[src/tsps_pkg.sv]
`default_nettype none

package tsps_pkg;

  // acquisition modes
  typedef enum logic [1:0] {
    MODE_HUNT   = 2'd0,
    MODE_VERIFY = 2'd1,
    MODE_LOCKED = 2'd2,
    MODE_FAILED = 2'd3
  } mode_e;

  // register map, index is paddr[3:2]
  localparam logic [1:0] REG_SYNC_VALUE     = 2'd0;
  localparam logic [1:0] REG_PACKET_LENGTH  = 2'd1;
  localparam logic [1:0] REG_LOCK_THRESHOLD = 2'd2;
  localparam logic [1:0] REG_SEARCH_BUDGET  = 2'd3;

  localparam int unsigned AddrWidth   = 4;
  localparam int unsigned DataWidth   = 32;
  localparam int unsigned PhaseWidth  = 8;
  localparam int unsigned RepWidth    = 6;
  localparam int unsigned BudgetWidth = 20;

  // register reset values
  localparam logic [7:0]             SyncValueRst     = 8'd71;
  localparam logic [PhaseWidth-1:0]  PacketLengthRst  = 8'd188;
  localparam logic [RepWidth-1:0]    LockThresholdRst = 6'd32;
  localparam logic [BudgetWidth-1:0] SearchBudgetRst  = 20'd94000;

  localparam logic [RepWidth-1:0]    RepMax   = {RepWidth{1'b1}};
  localparam logic [BudgetWidth-1:0] BytesMax = {BudgetWidth{1'b1}};

  // packet position after p, wrapping when it would reach the length
  function automatic logic [PhaseWidth-1:0] next_phase(
    input logic [PhaseWidth-1:0] p,
    input logic [PhaseWidth-1:0] len
  );
    logic [PhaseWidth:0] n;
    n = {1'b0, p} + {{PhaseWidth{1'b0}}, 1'b1};
    if (n >= {1'b0, len}) begin
      next_phase = '0;
    end else begin
      next_phase = n[PhaseWidth-1:0];
    end
  endfunction

endpackage

`default_nettype wire

[src/ts_packet_sync_acquire.sv]
// An accepted request passes the input register, then the result register, to its result.
// Throughput: one byte per cycle while out_stall_i is low; the per-byte update is one compare
// plus counter steps. A stalled result holds while the input register takes one more byte.
// Reset (rst_ni low, asynchronous): mode hunting, phase, repeat and byte counts zero,
// registers at their defaults, both pipeline stages empty.
`default_nettype none

module ts_packet_sync_acquire (
  input  wire                              clk_i,
  input  wire                              rst_ni,
  // input channel
  input  wire                              in_valid_i,
  output logic                             in_stall_o,
  input  wire  [7:0]                       stream_byte_i,
  input  wire                              restart_i,
  // output channel
  output logic                             out_valid_o,
  input  wire                              out_stall_i,
  output logic [7:0]                       byte_out_o,
  output logic                             locked_o,
  output logic                             packet_start_o,
  output logic                             sync_failed_o,
  // configuration port
  input  wire                              psel,
  input  wire                              penable,
  input  wire                              pwrite,
  input  wire  [tsps_pkg::AddrWidth-1:0]   paddr,
  input  wire  [tsps_pkg::DataWidth-1:0]   pwdata,
  output logic [tsps_pkg::DataWidth-1:0]   prdata,
  output logic                             pready
);

  import tsps_pkg::*;

  // configuration registers
  logic [7:0]             sync_value_q;
  logic [PhaseWidth-1:0]  packet_length_q;
  logic [RepWidth-1:0]    lock_threshold_q;
  logic [BudgetWidth-1:0] search_budget_q;

  // pipeline registers
  logic       in_valid_q;
  logic [7:0] in_byte_q;
  logic       in_restart_q;
  logic       out_valid_q;

  // acquisition state
  mode_e                  mode_q, mode_d;
  logic [PhaseWidth-1:0]  phase_q, phase_d;
  logic [RepWidth-1:0]    reps_q, reps_d;
  logic [BudgetWidth-1:0] seen_q, seen_d;

  logic                   out_ready;
  logic                   in_ready;
  logic                   advance;
  logic                   cfg_write;
  logic                   is_sync;
  logic                   pkt_start_d;
  logic [RepWidth-1:0]    need;
  mode_e                  mode0;
  logic [PhaseWidth-1:0]  phase0;
  logic [RepWidth-1:0]    reps0;
  logic [BudgetWidth-1:0] seen0;
  logic [PhaseWidth-1:0]  pos;

  // handshake
  assign out_ready   = !out_valid_q || !out_stall_i;
  assign in_ready    = !in_valid_q || out_ready;
  assign advance     = in_valid_q && out_ready;
  assign in_stall_o  = !in_ready;
  assign out_valid_o = out_valid_q;

  // configuration write and read
  assign pready    = 1'b1;
  assign cfg_write = psel && penable && pwrite && pready;

  always_ff @(posedge clk_i or negedge rst_ni) begin
    if (!rst_ni) begin
      sync_value_q     <= SyncValueRst;
      packet_length_q  <= PacketLengthRst;
      lock_threshold_q <= LockThresholdRst;
      search_budget_q  <= SearchBudgetRst;
    end else if (cfg_write) begin
      case (paddr[3:2])
        REG_SYNC_VALUE:     sync_value_q     <= pwdata[7:0];
        REG_PACKET_LENGTH:  packet_length_q  <= pwdata[PhaseWidth-1:0];
        REG_LOCK_THRESHOLD: lock_threshold_q <= pwdata[RepWidth-1:0];
        REG_SEARCH_BUDGET:  search_budget_q  <= pwdata[BudgetWidth-1:0];
        default: ;
      endcase
    end
  end

  always_comb begin
    case (paddr[3:2])
      REG_SYNC_VALUE:     prdata = {{(DataWidth-8){1'b0}}, sync_value_q};
      REG_PACKET_LENGTH:  prdata = {{(DataWidth-PhaseWidth){1'b0}}, packet_length_q};
      REG_LOCK_THRESHOLD: prdata = {{(DataWidth-RepWidth){1'b0}}, lock_threshold_q};
      REG_SEARCH_BUDGET:  prdata = {{(DataWidth-BudgetWidth){1'b0}}, search_budget_q};
      default:            prdata = '0;
    endcase
  end

  // input register
  always_ff @(posedge clk_i or negedge rst_ni) begin
    if (!rst_ni) begin
      in_valid_q <= 1'b0;
    end else if (in_ready) begin
      in_valid_q <= in_valid_i;
    end
  end

  always_ff @(posedge clk_i) begin
    if (in_ready && in_valid_i) begin
      in_byte_q    <= stream_byte_i;
      in_restart_q <= restart_i;
    end
  end

  // per-byte acquisition update
  assign is_sync = (in_byte_q == sync_value_q);
  assign need    = (lock_threshold_q == '0) ? {{(RepWidth-1){1'b0}}, 1'b1} : lock_threshold_q;

  always_comb begin
    mode0  = in_restart_q ? MODE_HUNT : mode_q;
    phase0 = in_restart_q ? '0 : phase_q;
    reps0  = in_restart_q ? '0 : reps_q;
    seen0  = in_restart_q ? '0 : seen_q;

    mode_d  = mode0;
    phase_d = phase0;
    reps_d  = reps0;
    seen_d  = seen0;
    pos     = '0;

    case (mode0)
      MODE_LOCKED: begin
        pos     = phase0;
        phase_d = next_phase(phase0, packet_length_q);
      end
      MODE_HUNT, MODE_VERIFY: begin
        if (seen0 != BytesMax) begin
          seen_d = seen0 + {{(BudgetWidth-1){1'b0}}, 1'b1};
        end
        if (mode0 == MODE_HUNT) begin
          if (is_sync) begin
            mode_d  = MODE_VERIFY;
            reps_d  = '0;
            phase_d = next_phase('0, packet_length_q);
          end
        end else begin
          pos = phase0;
          if (phase0 == '0) begin
            if (is_sync) begin
              if (reps0 != RepMax) begin
                reps_d = reps0 + {{(RepWidth-1){1'b0}}, 1'b1};
              end
              if (reps_d >= need) begin
                mode_d = MODE_LOCKED;
              end
              phase_d = next_phase('0, packet_length_q);
            end else begin
              mode_d  = MODE_HUNT;
              reps_d  = '0;
              phase_d = '0;
            end
          end else begin
            phase_d = next_phase(phase0, packet_length_q);
          end
        end
        // budget check after the byte
        if (mode_d != MODE_LOCKED && seen_d >= search_budget_q) begin
          mode_d  = MODE_FAILED;
          reps_d  = '0;
          phase_d = '0;
        end
      end
      default: ;
    endcase

    pkt_start_d = (mode_d == MODE_LOCKED) && (pos == '0);
  end

  // state registers
  always_ff @(posedge clk_i or negedge rst_ni) begin
    if (!rst_ni) begin
      mode_q  <= MODE_HUNT;
      phase_q <= '0;
      reps_q  <= '0;
      seen_q  <= '0;
    end else if (advance) begin
      mode_q  <= mode_d;
      phase_q <= phase_d;
      reps_q  <= reps_d;
      seen_q  <= seen_d;
    end
  end

  // result register
  always_ff @(posedge clk_i or negedge rst_ni) begin
    if (!rst_ni) begin
      out_valid_q <= 1'b0;
    end else if (out_ready) begin
      out_valid_q <= in_valid_q;
    end
  end

  always_ff @(posedge clk_i) begin
    if (advance) begin
      byte_out_o     <= in_byte_q;
      locked_o       <= (mode_d == MODE_LOCKED);
      packet_start_o <= pkt_start_d;
      sync_failed_o  <= (mode_d == MODE_FAILED);
    end
  end

  // checks
  a_state_holds: assert property (@(posedge clk_i) disable iff (!rst_ni)
    !advance |=> $stable(mode_q) && $stable(phase_q) && $stable(seen_q))
    else $error("acquisition state changed without a request");

  a_failed_sticky: assert property (@(posedge clk_i) disable iff (!rst_ni)
    (mode_q == MODE_FAILED) && !(advance && in_restart_q) |=> (mode_q == MODE_FAILED))
    else $error("failure cleared without restart");

  a_flags_exclusive: assert property (@(posedge clk_i) disable iff (!rst_ni)
    out_valid_o |-> !(locked_o && sync_failed_o) && (!packet_start_o || locked_o))
    else $error("inconsistent result flags");

  a_locked_seen_holds: assert property (@(posedge clk_i) disable iff (!rst_ni)
    advance && !in_restart_q && (mode_q == MODE_LOCKED) |=> $stable(seen_q)
      && (mode_q == MODE_LOCKED))
    else $error("locked mode left or byte count moved without restart");

endmodule

`default_nettype wire

[config.mk]
export PLATFORM = sky130hd
export DESIGN_NAME = ts_packet_sync_acquire
export DESIGN_NICKNAME = d
export VERILOG_FILES = /design/src/tsps_pkg.sv /design/src/ts_packet_sync_acquire.sv
export SDC_FILE = /design/constraint.sdc
export NUM_CORES = 1
export LEC_CHECK = 0
export BUFFER_PORTS_ARGS = -buffer_cell sky130_fd_sc_hd__buf_2
export CAP_MARGIN = 10
export CORE_MARGIN = 2
export CORE_UTILIZATION = 58
export CTS_CLUSTER_DIAMETER = 30
export DETAILED_ROUTE_END_ITERATION = 10
export PLACE_DENSITY = 0.81
export RECOVER_POWER = 25
export SYNTH_ARGS = -nofsm -noshare
export SYNTH_HDL_FRONTEND = slang
export SYNTH_SLANG_ARGS = --single-unit
[constraint.sdc]
create_clock -name clk_i -period 4.5 [get_ports clk_i]
set_clock_uncertainty 0.15 [all_clocks]
set_input_delay 0.225 -clock clk_i [delete_from_list [all_inputs] [get_ports clk_i]]
set_output_delay 0.225 -clock clk_i [all_outputs]
set_load 0.03 [all_outputs]
=== Word-level counts from Yosys, hierarchy flattened ===
Cells that the tools add are included.

* Bits in registers: 100
* Latch bits: 0
* RAM bits: 0
* Bits in read-only memories: 0
* Bits of input ports: 52
* Word-level logic and storage cells: 94
* Memories: 0

* Add/sub/neg operators: 3
* Multipliers: 0
* Divide/modulo/power cells: 0
* Order comparisons: 4
* Equal/unequal tests: 11
* Shift-type cells: 0
* Multiplexer cells: 38
* Bitwise gates (word level): 0
* Reduce and logical (&&, ||, !) cells: 22

{| class="wikitable"
|+ Operator list
! operator !! number
|-
| $pmux 32 s4 || 1
|-
| $mux 20 || 4
|-
| $mux 6 || 13
|-
| $mux 8 || 8
|-
| $pmux 8 s2 || 2
|-
| $add 20x1->20 const B || 1
|-
| $ge 20x20->1 || 1
|-
| $ne 20x20->1 const B || 1
|-
| $mux 2 || 9
|-
| $logic_not 8->1 || 2
|-
| $eq 2x2->1 const B || 5
|-
| $add 8x1->9 const B || 1
|-
| $ge 9x8->1 || 1
|-
| $eq 8x8->1 || 1
|-
| $ge 1x8->1 const A || 1
|-
| $reduce_and 2->1 || 4
|-
| $add 6x1->6 const B || 1
|-
| $ge 6x6->1 || 1
|-
| $logic_and 1x1->1 || 6
|-
| $logic_not 6->1 || 1
|-
| $ne 6x6->1 const B || 1
|-
| $eq 2x1->1 const B || 2
|-
| $logic_not 1->1 || 4
|-
| $logic_not 2->1 || 2
|-
| other kinds (4) || 5
|}

=== Longest topological paths before layout ===
Gate-level depths: netlist (run 1).

* Depth after elaboration: 19
* Mapped depth: 19

=== Worst setup path after synthesis (run 1) ===
No wires, ideal clock.

* Kind: register -> register
* Start point: register in_restart_q
* End point: register reps_q[3]
* Data arrival time: 3816 ps
* Data required time: 4231 ps
* Setup slack: 415 ps
* Stages on the path, launching flop included: 19
* Buffers on the path: 3
* Period minus slack after synthesis: 4085 ps
* Cell sequence: edfxtp_1 -> buf_6 -> clkbuf_1 -> buf_2 -> nor2b_1 -> ha_1 -> and3_1 -> nand4_1 -> and2_1 -> and3_1 -> xnor2_1 -> nor2_1 -> ha_1 -> nand2_1 -> a2111oi_0 -> o311a_2 -> nor2_1 -> o311ai_0 -> a21bo_2

* Longest elaborated chain between the ends: 17
* Elaborated cells on any way between the ends: 35
* Those cells by class: 2 x add/sub; 2 x order compare; 4 x eq/ne; 23 x mux; 4 x reduce/logical

{| class="wikitable"
|+ Ends and longest elaborated chain
! element !! line !! source
|-
| start: declaration || ts_packet_sync_acquire.sv:44 || <nowiki>logic in_restart_q;</nowiki>
|-
| start signal: assignment || ts_packet_sync_acquire.sv:116 || <nowiki>in_restart_q <= restart_i;</nowiki>
|-
| $mux 6 || ts_packet_sync_acquire.sv:127 || <nowiki>reps0 = in_restart_q ? '0 : reps_q;</nowiki>
|-
| $add 6x1->6 or $ne 6x6->1 (tied branches) || ts_packet_sync_acquire.sv:156, ts_packet_sync_acquire.sv:155 ||
|-
| $mux 6 || ts_packet_sync_acquire.sv:155 || <nowiki>if (reps0 != RepMax) begin</nowiki>
|-
| $mux 6 || ts_packet_sync_acquire.sv:154 || <nowiki>if (is_sync) begin</nowiki>
|-
| $mux 6 || ts_packet_sync_acquire.sv:153 || <nowiki>if (phase0 == '0) begin</nowiki>
|-
| $mux 6 || ts_packet_sync_acquire.sv:145 || <nowiki>if (mode0 == MODE_HUNT) begin</nowiki>
|-
| $mux 6 || ts_packet_sync_acquire.sv:136 || <nowiki>case (mode0)</nowiki>
|-
| $ge 6x6->1 || ts_packet_sync_acquire.sv:158 || <nowiki>if (reps_d >= need) begin</nowiki>
|-
| $mux 2 || ts_packet_sync_acquire.sv:158 ||
|-
| $mux 2 || ts_packet_sync_acquire.sv:154 ||
|-
| $mux 2 || ts_packet_sync_acquire.sv:153 ||
|-
| $mux 2 || ts_packet_sync_acquire.sv:145 ||
|-
| $mux 2 || ts_packet_sync_acquire.sv:136 ||
|-
| $ne 2x2->1 || ts_packet_sync_acquire.sv:172 || <nowiki>if (mode_d != MODE_LOCKED && seen_d >= search_budget_q) begin</nowiki>
|-
| $logic_and 1x1->1 || ts_packet_sync_acquire.sv:172 ||
|-
| $mux 6 || ts_packet_sync_acquire.sv:172 ||
|-
| $mux 6 * || ts_packet_sync_acquire.sv:136 ||
|-
| end signal: assignment || ts_packet_sync_acquire.sv:194 || <nowiki>reps_q <= reps_d;</nowiki>
|-
| end: declaration || ts_packet_sync_acquire.sv:50 || <nowiki>logic [RepWidth-1:0] reps_q, reps_d;</nowiki>
|}

Every way passes the cells marked *; elsewhere a longest branch is shown, timed or not. The select of a mux whose other input is x is not followed.
A chain may end at the register's enable or synchronous reset.

=== Final worst setup path (run 1) ===
* Start point: register in_restart_q
* End point: register reps_q[4]

Same word-level chain as after synthesis.

==> results of run 1 <==
[repair_timing]
| item | in CTS | in global routing |
|---|---|---|
| gates resized for setup | 0 | 10 |
| endpoints found under the setup margin | 0 | 12 |
| setup buffers | 0 | 2 |
| hold endpoints to repair | 112 | 0 |
| hold buffers | 32 | 0 |
[worst max-delay path by stage]
stage | start | to | slack (ns) | cells after the start
after floorplan | in_restart_q$_DFFE_PP_ | reps_q[3]$_DFFE_PN0P_ | 0.41 | 18
after global placement | in_restart_q$_DFFE_PP_ | reps_q[4]$_DFFE_PN0P_ | 0.40 | 16
after detailed placement | in_restart_q$_DFFE_PP_ | reps_q[4]$_DFFE_PN0P_ | 0.11 | 16
after CTS | in_restart_q$_DFFE_PP_ | reps_q[4]$_DFFE_PN0P_ | 0.07 | 15
after global routing | in_restart_q$_DFFE_PP_ | reps_q[4]$_DFFE_PN0P_ | 0.01 | 15
final | in_restart_q$_DFFE_PP_ | reps_q[4]$_DFFE_PN0P_ | 0.20 | 15
[power by group through the flow]
stage | Combinational [mW] | Clock [mW] | Sequential [mW]
final | 0.749 | 0.606 | 1.20
after global routing | 0.826 | 0.645 | 1.22
after CTS | 0.735 | 0.610 | 1.20
after floorplan | 0.520 | 0 | 1.19
after global placement | 0.668 | 0 | 1.21
after detailed placement | 0.707 | 0 | 1.22
[critical path: stages (launching register included)]
cell      delay, ns
edfxtp_1       0.50
nand4b_1       0.27
or4_4          0.47
nor4_2         0.33
nand4_1        0.27
nor2_2         0.21
xnor2_1        0.15
nor2_1         0.08
ha_1           0.31
nand4_1        0.12
nor3_1         0.23
o311a_2        0.27
nor2_1         0.06
buf_4          0.16
o311ai_1       0.34
a21bo_2        0.27
[cells in the mapped netlist, types with 4 or more instances]
cell	instances	area, um^2
nand2b_1	11	68.8
a22oi_1	7	52.6
dfstp_2	19	499
o22ai_1	5	31.3
xnor2_1	29	254
mux2_2	28	315
o21ai_0	48	240
nor3_1	19	95.1
nand2_1	81	304
edfxtp_1	20	601
and3_1	6	37.5
mux4_2	6	135
ha_1	38	475
nor2b_1	10	62.6
buf_4	13	97.6
nand3_1	13	65.1
clkbuf_1	15	56.3
xor2_1	5	43.8
dfrtp_1	61	1530
inv_1	48	180
or2_2	5	31.3
o311ai_0	4	35.0
a211oi_1	5	37.5
nor2_1	70	263
a21oi_1	17	85.1
nand4_1	11	68.8
mux2i_1	8	80.1
[per-layer routing]
layer	wire (um)	share of wire (%)
met5	0	0
met4	489	3.0
met3	984	6.0
met2	8360	51
met1	6490	40
[flip-flops by register name (all words and copies together), names as in the netlist, 2 cells and up]
signal and count:
reps_q 6, packet_length_q 8, lock_threshold_q 6, seen_q 20
mode_q 2, sync_value_q 8, phase_q 8, byte_out_o 8
in_byte_q 8, search_budget_q 20
[cells by family (layout without fill, tap and decap cells)]
| group | Yosys count | in the layout | synth area share [%] |
|---|---|---|---|
| fa+ha+maj | 38 | 38 | 7.42 |
| buf+inv | 86 | 178 | 6.64 |
| mux | 42 | 42 | 8.28 |
| compound gates | 122 | 122 | 12.4 |
| xor+xnor | 34 | 34 | 4.65 |
| flops | 100 | 100 | 41.0 |
| simple gates | 254 | 254 | 19.4 |
| other cells | 2 | 13 | 0.117 |
[metrics by stage]
step	util, %	total power [mW]
floorplan	-	1.71
global placement	62.9	1.87
detailed placement	62.9	1.92
CTS	67.9	2.54
global route	68.0	2.69
finish	68.0	2.56
[layout make-up]
cell class	instances	area, um^2	share of cell area, %
repair buffers	113	729	9.94
flip-flops and latches	100	2630	35.8
clock inverters	6	71.3	0.972
inverters	49	184	2.51
well taps	140	175	2.39
clock buffers	10	138	1.87
multi-input cells	503	3420	46.5
==> results.cfg, run 1 <==
[power]
seq_power_share_pct = 47.1
p_int_mw = 1.66
power.density_nw_per_um2 = 349
p_sw_uw = 903
netSwitchingFraction_pct = 35.3
p_leak_nw = 3.23
combPwrFrac_pct = 29.3
vdd_ir_drop_max_v = 0.000224
pwr-share-clk_pct = 23.7

[flow_run]
max-cap-violations = 1

[worst_setup_path]
arrival_ns = 4.41
start_kind = flop
cp_max_fo = 7
end_kind = flop
crit_type = reg2reg
r2r-end = reps_q[4]$_DFFE_PN0P_
r2r_cells = 15
r2r_setup_slack_ns = 0.20
crit_required_ns = 4.62
r2r-start = in_restart_q$_DFFE_PP_

[global_route]
grt_pass1_vias = 5617
grt_max_degree = 81
grt_pass1_wl_mm = 26.7
gr-usage-met1_pct = 34.4
track_usage_pct = 28.8
antenna_found_initial = 0
met2_usage_pct = 51.3
met3_usage_pct = 5.26
top_usage_layer = met2
grt.overflow.total = 0

[sta]
hold_viol_final = 0
relSlewSlack_pct = -34.5
drv_slew = 81
period_share_pct = 95.5
fin_ws_ns = 0.203
fmax_mhz = 233
setup_violations = 0
hold_slack_ns = 0.273
tns_ns = 0
worst_pin_slew_ns = 2.02
rsz0062_at_grt = false
min_period_ns = 4.30

[clocking]
cts_buffers = 9
cts_tree = done
clock-root-buffer = clkbuf_8
clk_pin_slew_ns = 0.10
htreeDepth = 3
clock_sink_count = 100
cts_max_path_buffers = 2
clk_latency_ns = 0.38

[synth]
ys_seq_elements = 100
synth.avg_cell_area_um2 = 9.44
yosysSeqAreaShare_pct = 41.0
synth_ff_type = dfrtp_1
async_reset_ff_share_pct = 80.0
synth-edff-count = 20
synth-warning-count = 0
syn_area_um2 = 6400
yosysUniqueCellTypes = 75
synthCells = 678

[detailed_routing]
wl_per_cell_um = 17.7
drc = 0
final_antenna_net_count = 0
drtIter0Drc = 326
vias = 5535
wl_mm = 16.3
drt_first_pass_iters = 5
avgViaCountPerCell = 6.01

[final_layout]
final_nets = 866
antenna_cells = 0
final_cell_mix = nand2_1, nor2_1, dfrtp_1
fin_cells = 921
areaGrowthSynthToFinish_pct = 14.6
drive_gt1_share_pct = 21.0
fin_area_um2 = 7340
fill_cells = 779
final_common_cell = nand2_1

[floorplanning]
core_um2 = 10800
die_w_um = 109
dieArea_um2 = 11900
pin_count = 98
rows = 38
dieHeight_um = 109
start_util_pct = 59.3

[placed_design]
place_congestion = 0.931
dp_cells = 870
pre_cts_slack_ns = 0.112
place_hpwl_mm = 11.6
portBuffers = 70
postPlaceCellArea_um2 = 6790

[worst_hold_path]
hp-start = penable
holdPathEnd = search_budget_q[4]$_DFFE_PN1P_
whs_path_depth = 5
holdCritPathClass = in2reg

[outcome]
violations = capacitance limit, slew limit
status = finished, violations left
Power figures use the tool's default switching activity.
==> run 2, diff against run 1 <==
- CORE_MARGIN: 2 -> 8
==> run 2 against run 1 <==
The run still ends with capacitance limit, slew limit left. Critical path depth is 1 lower. Wire length is 3.4% higher. Largest power group unchanged. Utilization is essentially flat. Total power barely moved.
==> results.cfg, run 2 (synthesis gave the netlist of run 1 again) <==
[final_layout]
final_nets = 865
fill_cells = 799
multi_input_area_um2 = 3400
antenna_cells = 0
final_cell_mix = nand2_1, nor2_1, dfrtp_1
top_regs = search_budget_q: 20 flops, seen_q: 20 flops
fin_cells = 920
final_common_cell = nand2_1
register_area_um2 = 2630
postLayoutCoreUtil_pct = 68.0
areaGrowthSynthToFinish_pct = 14.6
drive_gt1_share_pct = 20.9

[detailed_routing]
wl_mm = 16.9
drtIter0Drc = 511
wl_per_cell_um = 18.3
final_antenna_net_count = 0
drc = 0
drt_first_pass_iters = 4
avgViaCountPerCell = 5.89
vias = 5415

[floorplanning]
dieArea_um2 = 14700
rows = 38
core_um2 = 10800
die_w_um = 121
pin_count = 98
start_util_pct = 59.3
dieHeight_um = 121

[clocking]
clk_pin_slew_ns = 0.10
clk_latency_ns = 0.39
cts_max_path_buffers = 2
htreeDepth = 3
clock_sink_count = 100
cts_buffers = 9
cts_tree = done
clock-root-buffer = clkbuf_8

[worst_setup_path]
end_kind = flop
path_cells = nand4b_1, or4_4, nor4_2, nand4_1, nor2_1, xnor2_1, nor2_1, ha_1, nand4_1, nor3_1, o311a_2, nor2_2, o311ai_0, a21bo_2
slowest_delay_ns = 0.52
crit_slowest_cell = edfxtp_1
arrival_ns = 4.42
start_kind = flop
crit_type = reg2reg
cp_max_fo = 7
crit_required_ns = 4.63

[global_route]
grt_pass1_wl_mm = 27.1
antenna_found_initial = 0
track_usage_pct = 23.1
grt_max_degree = 81
grt_pass1_vias = 5386
grt.overflow.total = 0

[sta]
drv_slew = 81
hold_viol_final = 0
setup_violations = 0
relSlewSlack_pct = -36.8
fmax_mhz = 233
worst_pin_slew_ns = 2.05
rsz0062_at_grt = false
min_period_ns = 4.28
tns_ns = 0
period_share_pct = 95.2

[flow_run]
max-cap-violations = 1

[placed_design]
place_congestion = 0.903
portBuffers = 70
dp_cells = 871
place_hpwl_mm = 11.8

[outcome]
status = finished, violations left
violations = capacitance limit, slew limit

[power]
power.density_nw_per_um2 = 349
p_leak_nw = 3.24
vdd_ir_drop_max_v = 0.000280

[worst_hold_path]
holdCritPathClass = reg2reg
[run 2: cell types whose count changed in the layout (fill, tap and decap cells not counted), sizes merged]
| cell | previous run | this run |
|---|---|---|
| inv | 49 | 50 |
| clkinvlp | 2 | 1 |
| buf | 64 | 65 |
| clkbuf | 27 | 25 |
[run 2: critical path: cells and delay by family (launching register included)]
kind                     cells  cell delay (ns)
AO/OA/AOI/OAI                3             0.97
XOR/XNOR                     1             0.15
adder cells (fa/ha/maj)      1             0.29
flip-flops                   1             0.52
AND/OR/NAND/NOR              9             2.10
[run 2: layout make-up]
type	instances	share of cell area, %
well taps	140	2.39
multi-input cells	503	46.4
clock buffers	10	1.88
inverters	49	2.51
flip-flops and latches	100	35.8
repair buffers	112	10.1
clock inverters	6	0.955
[run 2: worst paths after layout]
kind                                                        end  slack, ns                    from  cells after the start
worst max-delay path                      reps_q[4]$_DFFE_PN0P_       0.22  in_restart_q$_DFFE_PP_                     14
worst min-delay path                    byte_out_o[5]$_DFFE_PP_       0.34  in_byte_q[5]$_DFFE_PP_                      0
worst max register to register            reps_q[4]$_DFFE_PN0P_       0.22  in_restart_q$_DFFE_PP_                     14
worst min register to register          byte_out_o[5]$_DFFE_PP_       0.34  in_byte_q[5]$_DFFE_PP_                      0
max in group asynchronous                phase_q[3]$_DFFE_PN0P_       2.19                  rst_ni                      2
min in group asynchronous       lock_threshold_q[0]$_DFFE_PN0P_       0.81                  rst_ni                      2
[run 2: what timing repair did]
action                                  4_1_cts  5_1_grt
endpoints found under the hold margin       109        0
setup buffers                                 0        1
endpoints found under the setup margin        0        8
hold buffers                                 32        0
resized for setup                             0        2
[run 2: per-layer routing]
layer  vias up  share of wire (%)  track usage, %
met5         -                  0               0
met4         0                3.0            8.59
met3        44                5.8            5.12
met2       206                 50            39.4
met1      2616                 41            28.1
li1       2549                  -               -
[run 2: where the power goes]
group	internal, mW	switching (mW)
sequential	1.09	0.115
combinational	0.290	0.454
clock	0.276	0.335
[run 2: through the flow]
stage | hold WS, ns | setup WS (ns) | power (mW) | area [um^2]
global placement | 0.253 | 0.372 | 1.88 | 6810
global route | 0.347 | 0.0364 | 2.67 | 7340
CTS | 0.338 | 0.157 | 2.55 | 7340
finish | 0.338 | 0.216 | 2.56 | 7340
floorplan | -0.221 | 0.415 | 1.71 | 6440
detailed placement | 0.254 | 0.222 | 1.92 | 6810
==> run 3, diff against run 2 <==
- CELL_PAD_IN_SITES_DETAIL_PLACEMENT: not set -> 1
- CELL_PAD_IN_SITES_GLOBAL_PLACEMENT: not set -> 1
- CORE_UTILIZATION: 58 -> 44
- MAX_ROUTING_LAYER: not set -> met4
- PLACE_DENSITY: 0.81 -> not set
- PLACE_DENSITY_LB_ADDON: not set -> 0.1
==> run 3 against run 2 <==
The run still ends with capacitance limit, slew limit left. Sequential cell count stayed put. Design area up 2.4%. Critical path type unchanged. Register-to-register slack about the same. Non-clock buffer count up 4. Global-route usage down 1.4 points. Utilization shrank 16 points. Worst hold slack worse by 0.33 ns. Setup slack gained 0.0067 ns. Wire length grew 13%. Via count increased by 0.90%. First-iteration DRC count shrank 62%.
==> results.cfg, run 3 (synthesis gave the netlist of run 1 again) <==
[power]
power_mw = 2.76
vdd_ir_drop_max_v = 0.000186
power.density_nw_per_um2 = 367
p_leak_nw = 3.34

[detailed_routing]
wl_mm = 19.1
drtIter0Drc = 192
final_antenna_net_count = 0
drt_first_pass_iters = 4
vias = 5464
wl_per_cell_um = 19.7
avgViaCountPerCell = 5.64
drc = 0

[clocking]
clk_pin_slew_ns = 0.08
htreeDepth = 3
clk_latency_ns = 0.36
cts_max_path_buffers = 2
cts_tree = done
clock_sink_count = 100
clock-root-buffer = clkbuf_16
cts_buffers = 9

[global_route]
grt.overflow.total = 0
grt_pass1_vias = 5932
track_usage_pct = 21.8
grt_max_degree = 50
antenna_found_initial = 0
gr-usage-met1_pct = 24.2
met3_usage_pct = 2.53
grt_pass1_wl_mm = 30.7
met2_usage_pct = 38.6
top_usage_layer = met2

[worst_setup_path]
slowest_delay_ns = 0.54
crit_buf_inv = 3
r2r-start = in_restart_q$_DFFE_PP_
path_cells = buf_12, buf_4, nor2_1, ha_1, nand3_1, or3_1, mux2_2, ha_1, nor2b_1, o21ai_0, a221oi_2, or4b_1, o21a_2, buf_4, o21ai_0
critPathTopFamily = simple AND/OR/NAND/NOR gates
r2r-end = phase_q[4]$_DFFE_PN0P_
critPathLaunch = in_restart_q$_DFFE_PP_
crit_slowest_cell = or4b_1
cp.depth = 15
crit_type = reg2reg
cp-endpoint = phase_q[4]$_DFFE_PN0P_
r2r_setup_slack_ns = 0.22
crit_required_ns = 4.61
arrival_ns = 4.39
end_kind = flop
start_kind = flop
r2r_cells = 15
cp_max_fo = 12

[outcome]
violations = capacitance limit, slew limit
status = finished, violations left

[floorplanning]
core_um2 = 14400
pin_count = 98
die_w_um = 137
start_util_pct = 44.6
rows = 44
dieArea_um2 = 18700
dieHeight_um = 137

[sta]
hold_viol_final = 0
period_share_pct = 95.1
relSlewSlack_pct = -36.0
min_period_ns = 4.28
rsz0062_at_grt = true
hold_slack_ns = 0.00538
setup_violations = 0
drv_slew = 33
fmax_mhz = 234
worst_pin_slew_ns = 2.04

[placed_design]
place_congestion = 0.830
place_hpwl_mm = 14.2
portBuffers = 70
postPlaceCellArea_um2 = 6920

[worst_hold_path]
holdCritPathClass = in2reg

[final_layout]
fin_area_um2 = 7510
areaGrowthSynthToFinish_pct = 17.3
antenna_cells = 0
final_nets = 869
top_regs = search_budget_q: 20 flops, seen_q: 20 flops
final_cell_mix = nand2_1, nor2_1, buf_2
drive_gt1_share_pct = 23.2
final_common_cell = nand2_1

[flow_run]
max-cap-violations = 1
run 3: changes by cell type in the layout (fill, tap and decap cells not counted), moves of 2 or more:
cell	delta
clkbuf_8	-10
inv_8	+3
buf_4	+10
clkbuf_16	+9
buf_2	+11
clkbuf_1	-10
clkbuf_2	-2
dlygate4sd3_1	-5
run 3: worst min path at each step:
stage / start / endpoint / slack (ns) / cells after the start
finish: pwdata[5] / search_budget_q[5]$_DFFE_PN1P_ / 0.005 / 3
global route: pwdata[3] / lock_threshold_q[3]$_DFFE_PN0P_ / 0.01 / 2
detailed placement: rst_ni / packet_length_q[6]$_DFFE_PN0P_ / 0.07 / 1
global placement: rst_ni / packet_length_q[6]$_DFFE_PN0P_ / 0.07 / 1
CTS: pwdata[3] / search_budget_q[3]$_DFFE_PN0P_ / 0.002 / 3
floorplan: rst_ni / in_valid_q$_DFFE_PN0N_ / -0.22 / 0
run 3: worst reg2reg max path, delay by kind of cell, from the launching register on:
family	cells	cell delay [ns]
flip-flops	1	0.53
multiplexers	1	0.34
AND/OR/NAND/NOR	5	1.32
AO/OA/AOI/OAI	4	0.77
adder cells (fa/ha/maj)	2	0.52
buffers and inverters	3	0.57
run 3: cell type report:
type | instances | area (um^2)
fill | 1668 | 6860
multi-input combinational | 503 | 3410
sequential | 100 | 2630
timing repair buffer | 116 | 772
tap | 184 | 230
clock buffer | 9 | 225
inverter | 49 | 184
clock inverter | 7 | 65.1
run 3: timing repair:
action | 4_1_cts | 5_1_grt
buffers inserted | 0 | 1
resized for setup | 0 | 5
hold buffers | 27 | 0
endpoints found under the hold margin | 58 | 0
setup endpoints to repair | 0 | 13
run 3: power by group:
part	internal [mW]	switching (mW)	total [mW]
combinational	0.294	0.459	0.752
clock	0.392	0.403	0.795
sequential	1.09	0.118	1.21
run 3: layer usage:
metal / vias up / part of all wire [%]
li1: 2560 / -
met5: - / 0
met1: 2756 / 41
met4: 0 / 3.0
met3: 41 / 3.4
met2: 107 / 53
run 3: per-stage QoR:
stage	setup TNS [ns]	instances	utilization [%]	worst slack, ns
after floorplan	0	689	-	0.415
after global placement	0	924	48.2	0.246
after detailed placement	0	924	48.2	0.158
after CTS	0	967	52.1	0.0197
after global routing	-0.000681	968	52.3	-0.000681
final	0	968	52.3	0.222
